### src/sv/fpcp_mod.sv
module fpcp_mod #(
    parameter int CW = 13
) (
    input  logic          i_clk,
    input  logic          i_rst_n,
    input  logic          i_start,
    input  logic [15:0]   i_dividend,
    input  logic [CW-1:0] i_divisor,
    output logic          o_done,
    output logic [CW-1:0] o_rem
);
    logic          r_busy;
    logic [4:0]    r_cnt;
    logic [15:0]   r_dvd;
    logic [CW-1:0] r_div;
    logic [CW-1:0] r_rem;
    logic          r_done;
    logic [CW:0]   w_trial;
    logic [CW:0]   w_diff;
    logic [CW-1:0] n_rem;

    // Restoring remainder, one dividend bit per cycle.
    always_comb begin
        w_trial = {r_rem, r_dvd[15]};
        w_diff  = w_trial - {1'b0, r_div};
        if (w_trial >= {1'b0, r_div}) begin
            n_rem = w_diff[CW-1:0];
        end else begin
            n_rem = w_trial[CW-1:0];
        end
    end

    always_ff @(posedge i_clk) begin
        if (!i_rst_n) begin
            r_busy <= 1'b0;
            r_done <= 1'b0;
            r_cnt  <= '0;
        end else begin
            r_done <= 1'b0;
            if (i_start) begin
                r_busy <= 1'b1;
                r_cnt  <= '0;
            end else if (r_busy) begin
                r_cnt <= r_cnt + 5'd1;
                if (r_cnt == 5'd15) begin
                    r_busy <= 1'b0;
                    r_done <= 1'b1;
                end
            end
        end
    end

    always_ff @(posedge i_clk) begin
        if (i_start) begin
            r_dvd <= i_dividend;
            r_div <= i_divisor;
            r_rem <= '0;
        end else if (r_busy) begin
            r_dvd <= {r_dvd[14:0], 1'b0};
            r_rem <= n_rem;
        end
    end

    assign o_done = r_done;
    assign o_rem  = r_rem;
endmodule

### config.mk
export PLATFORM = sky130hd
export DESIGN_NAME = fpcp_mod
export DESIGN_NICKNAME = d
export VERILOG_FILES = /design/src/sv/fpcp_mod.sv
export SDC_FILE = /design/constraint.sdc
export NUM_CORES = 1
export LEC_CHECK = 0
export BUFFER_PORTS_ARGS = -buffer_cell sky130_fd_sc_hd__buf_2
export CAP_MARGIN = 25
export CELL_PAD_IN_SITES_DETAIL_PLACEMENT = 0
export CELL_PAD_IN_SITES_GLOBAL_PLACEMENT = 1
export CORE_MARGIN = 2
export CORE_UTILIZATION = 47
export DETAILED_ROUTE_END_ITERATION = 8
export GPL_TIMING_DRIVEN = 0
export PLACE_DENSITY_LB_ADDON = 0.12
export SYNTH_ARGS = -nofsm -noshare
export SYNTH_HDL_FRONTEND = slang
export SYNTH_SLANG_ARGS = --single-unit
### constraint.sdc
create_clock -name i_clk -period 5.4 [get_ports i_clk]
set_input_delay 1.08 -clock i_clk [delete_from_list [all_inputs] [get_ports i_clk]]
set_output_delay 1.08 -clock i_clk [all_outputs]
set_load 0.1 [all_outputs]
Word-level counts from Yosys, hierarchy flattened
Index checks and enable logic that the tools add are counted.
{"block": "op_classes", "addsub": 2, "multipliers": 0, "div_mod_pow": 0, "order_cmp": 1, "n_eq_ne": 1, "n_shift": 0, "mux": 7, "bitwise": 2, "reduce_logical": 3}
{"cell": "two-way mux 16 bit", "count": 2}
{"cell": "greater-or-equal comparator 14 x 13 -> 1 bit", "count": 1}
{"cell": "two-way mux 13 bit", "count": 1}
{"cell": "subtractor 13 bit", "count": 1}
{"cell": "adder 5 x 1 -> 5 bit, second input constant", "count": 1}
{"cell": "equality test 5 x 4 -> 1 bit, second input constant", "count": 1}
{"cell": "two-way mux 1 bit", "count": 4}
{"cell": "OR reduction 3 bit", "count": 1}
{"cell": "inverter 1 bit", "count": 2}
{"cell": "nonzero test 2 bit", "count": 1}
{"cell": "OR reduction 2 bit", "count": 1}
{"block": "word_totals", "reg_bits": 49, "latch_bits": 0, "ram_bits": 0, "rom_bits": 0, "input_bits": 32, "out_inout_bits": 14, "word_cells": 22, "memories": 0}

Longest topological paths before layout
{"block": "depth", "ltp_word": 4, "ltp_mapped": 11, "ltp_nobuf": 9}

Worst setup path after synthesis
OpenSTA, ideal clock, no wires.
{"block": "synth_timing", "path_kind": "register to register", "startpoint": "register r_rem[0] (netlist: o_rem[0])", "endpoint": "register r_rem[3] (netlist: o_rem[3])", "setup_ns": 0.088, "arrival_time_ns": 2.820, "required_ns": 5.312, "setup_slack_ns": 2.492, "path_stages_with_launch": 10, "n_path_buf": 1, "synth_period_minus_slack_ns": 2.908, "cell_sequence": "dfxtp_1 > inv_1 > fa_1 > and2b_4 > o2111ai_2 > nand3_1 > a31oi_2 > buf_6 > a211o_1 > a311oi_2"}
{"block": "synth_via", "elab_chain_len": 2, "word_cells_on_any_way": 3, "classes_between": "add/sub (1); order compare (1); mux (1)"}
{"item": "start: declaration", "line": "16", "text": "logic [CW-1:0] r_rem;"}
{"item": "start signal: assignment", "line": "60", "text": "r_rem <= n_rem;"}
{"item": "subtractor 13 bit / greater-or-equal comparator 14 x 13 -> 1 bit (equally long branches)", "line": "25, 26"}
{"item": "two-way mux 13 bit *", "line": "26", "text": "if (w_trial >= {1'b0, r_div}) begin"}
Mark *: on every way between the ends. The rest lies on a longest branch, timed or not.
A chain may end at the register's enable or synchronous reset.

Worst setup path after layout
{"block": "layout_timing", "startpoint": "input i_start", "endpoint": "register r_dvd[2] (enable)"}
{"block": "layout_via", "elab_chain_len": 1}
{"item": "start: declaration", "line": "6", "text": "input logic i_start,"}
{"item": "nonzero test 2 bit (no line)"}
{"item": "end signal: assignment", "line": "55", "text": "r_dvd <= i_dividend;"}
{"item": "end signal: assignment", "line": "59", "text": "r_dvd <= {r_dvd[14:0], 1'b0};"}
{"item": "end: declaration", "line": "14", "text": "logic [15:0] r_dvd;"}
Every way passes these cells.

==> impl_metrics.tcl <==
set metrics [dict create \
    postPlaceCellArea_um2 2940 \
    clkPwrFrac_pct 25.3 \
    synth.net_count 284 \
    clkTransAtPathRegs_ps 100 \
    worst_slew_pin_slew_ps 605 \
    synthesis.area_um2 2630 \
    pre_cts_ws_ps 2390 \
    die_area_um2 6200 \
    grt_overflow_total 0 \
    wl_per_cell_um 14.8 \
    yosysTopAreaCell "edfxtp_1" \
    min_from "r_cnt[4]" \
    hold_viol 0 \
    slew_headroom_pct 59.7 \
    yosys-top-cells-area "edfxtp_1, dfxtp_1, ha_1" \
    gp_congestion 0.824 \
    path_max_fanout 16 \
    antenna_found_initial 0 \
    avgSynthCellArea_um2 11.1 \
    fmax_mhz 379 \
    fin_ws_ps 2760 \
    grt_usage_pct 18.3 \
    synth_seq_cells 49 \
    drive_gt1_share_pct 27.0 \
    synthFlopType "edfxtp_1" \
    synth_top_area_share_pct 33.2 \
    ys_warn_count 0 \
    diodes 0 \
    initial_utilization_pct 48.3 \
    htree_levels 2 \
    cts_root_buf "clkbuf_8" \
    grt_pass1_wl_um 8810 \
    drtPass1Iterations 4 \
    port_buffers 45 \
    rows 27 \
    drt-initial-drc-count 40 \
    comb_power_share_pct 25.3 \
    maxSlewViolCount 0 \
    cts-resized-gates 0 \
    critPathCaptureType "register" \
    post-route-drc-count 0 \
    skew_ps 6.49 \
    cts_tree "built" \
    grt_setup_unrepaired "false" \
    period_minus_slack_ps 2640 \
    synth_enable_flop_cells 29 \
    timing.rr.end "o_rem[3]" \
    switchingPower_w 0.000292 \
    cts_hold_buf 0 \
    die_x_um 78.8 \
    critPathKind "primary input to register" \
    insertion_delay_ps 300 \
    final_cell_mix "buf_2, edfxtp_1, nor2_1" \
    io_pins 46 \
    drt-vias-per-instance 5.30 \
    power.share.sequential_pct 49.5 \
    cap_viol_max_count 0 \
    outcome "complete, no violations" \
    hp-class "register to register" \
    min_to "r_cnt[4]" \
    setup_viol 0 \
    r2r_start "r_dvd[15]" \
    synth_cell_type_count 52 \
    async_flop_share_pct 0 \
    ant_nets 0 \
    finalSetupTns_ps 0 \
    reg2reg_depth 10 \
    synthToLayoutAreaGrowth_pct 15.4 \
    fin_crit_sh_pct 48.8 \
    critical_path_required_ps 5350 \
    rrSetupSlack_ps 2960 \
    grt_pass1_vias 1809 \
    syn_inst 236 \
    startpoint_type "primary input" \
    fin_nets 336 \
    hold_path_depth 2 \
    netSwitchingFraction_pct 32.7 \
    p_int_w 0.000602 \
    vdd.ir_drop.worst_v 0.000148 \
    fin_area_um2 3030 \
    dp_hpwl_um 3930 \
    grt_max_degree 17 \
    wl_um 5350 \
    n_fill_cell 521 \
    clkSinkCount 49 \
    chipHeight_um 78.8 \
    power_density_nw_per_um2 295 \
    cts_setup_buffers 0 \
    core_um2 5440 \
    yosysSeqAreaShare_pct 48.4 \
    final_common_cell "buf_2" \
    arrival_ps 2590 \
    numCtsBuffers 5 \
    via_count 1914 \
    cts.path.max_buffers 2 \
    p_leak_nw 1.29 \
]
power groups by stage:
stage          Clock [W]  Combinational (W)  Sequential [W]
6_report        0.000226           0.000226        0.000443
5_1_grt         0.000245           0.000245        0.000446
4_1_cts         0.000230           0.000227        0.000443
3_5_place_dp           0           0.000226        0.000452
3_3_place_gp           0           0.000225        0.000451
2_1_floorplan          0           0.000130        0.000495
registers in the layout (all words and copies together) (netlist names):
name and flops:
r_dvd 16, o_rem 13, r_div 13, r_cnt 5, o_done 1, r_busy 1
logic make-up (layout without fill, tap and decap cells):
family / Yosys count / count (layout) / share of synthesized area (%)
buf+inv: 26 / 79 / 4.34
compound gates: 51 / 51 / 15.5
mux: 20 / 20 / 8.34
simple gates: 63 / 63 / 11.8
xor+xnor: 11 / 11 / 3.67
flops: 49 / 49 / 48.4
fa+ha+maj: 16 / 16 / 7.91
per-stage QoR:
| step | util (%) | std cells | total power (W) | hold slack [ps] |
|---|---|---|---|---|
| CTS | 55.7 | 361 | 0.000900 | 490 |
| detailed placement | 54.1 | 353 | 0.000678 | 477 |
| global placement | 54.1 | 353 | 0.000675 | 468 |
| floorplan | - | 236 | 0.000625 | 456 |
| finish | 55.7 | 361 | 0.000894 | 487 |
| global route | 55.7 | 361 | 0.000937 | 508 |
final cells by class:
| type | instances | area (um^2) | share of cell area (%) |
|---|---|---|---|
| Buffer | 8 | 46.3 | 1.53 |
| Timing Repair Buffer | 45 | 225 | 7.43 |
| Inverter | 18 | 67.6 | 2.23 |
| Tap cell | 72 | 90.1 | 2.97 |
| Multi-Input combinational cell | 161 | 1240 | 40.9 |
| Sequential cell | 49 | 1270 | 41.9 |
| Clock inverter | 3 | 21.3 | 0.702 |
| Clock buffer | 5 | 68.8 | 2.27 |
Yosys cell counts (2+ instances only):
library cell,count
edfxtp_1,29
o21ai_1,4
xnor2_1,5
o211ai_1,2
buf_6,2
buf_1,2
a31oi_1,2
nand2_1,16
a21o_1,4
nand3_1,6
xor2_1,6
o31a_1,2
a211oi_1,7
ha_1,15
mux2i_1,5
nor3b_1,2
nor3_1,3
a21oi_1,5
mux2_2,15
nand2b_1,3
and2_1,2
o311ai_1,2
o21a_1,5
nand4b_1,2
o21ai_0,3
clkbuf_1,3
nor2_1,21
a32oi_1,2
inv_1,18
a211o_1,2
dfxtp_1,20
routing by layer:
metal  GRT usage (%)  vias to the layer above  part of all wire (%)
met5               0                        -                     0
met4            5.26                        0                   1.2
met3            4.66                        7                   4.0
met2            29.6                       31                    46
met1            24.2                      900                    49
li1                -                      976                     -
how the worst max path moves through the flow:
stage / startpoint / end / slack (ps) / depth (start not counted)
global route: i_start / r_dvd[11] / 2600 / 4
CTS: i_start / r_dvd[0] / 2730 / 4
detailed placement: i_start / r_dvd[9] / 2390 / 4
finish: i_start / r_dvd[2] / 2760 / 4
floorplan: o_rem[0] / o_rem[3] / 2490 / 9
global placement: i_start / r_dvd[8] / 2410 / 4
worst max-delay path, cell delays in order:
cell and delay (ps):
buf_2 350, clkbuf_1 390, nor2_1 240, inv_1 510
(Power assumes the default switching activity.)
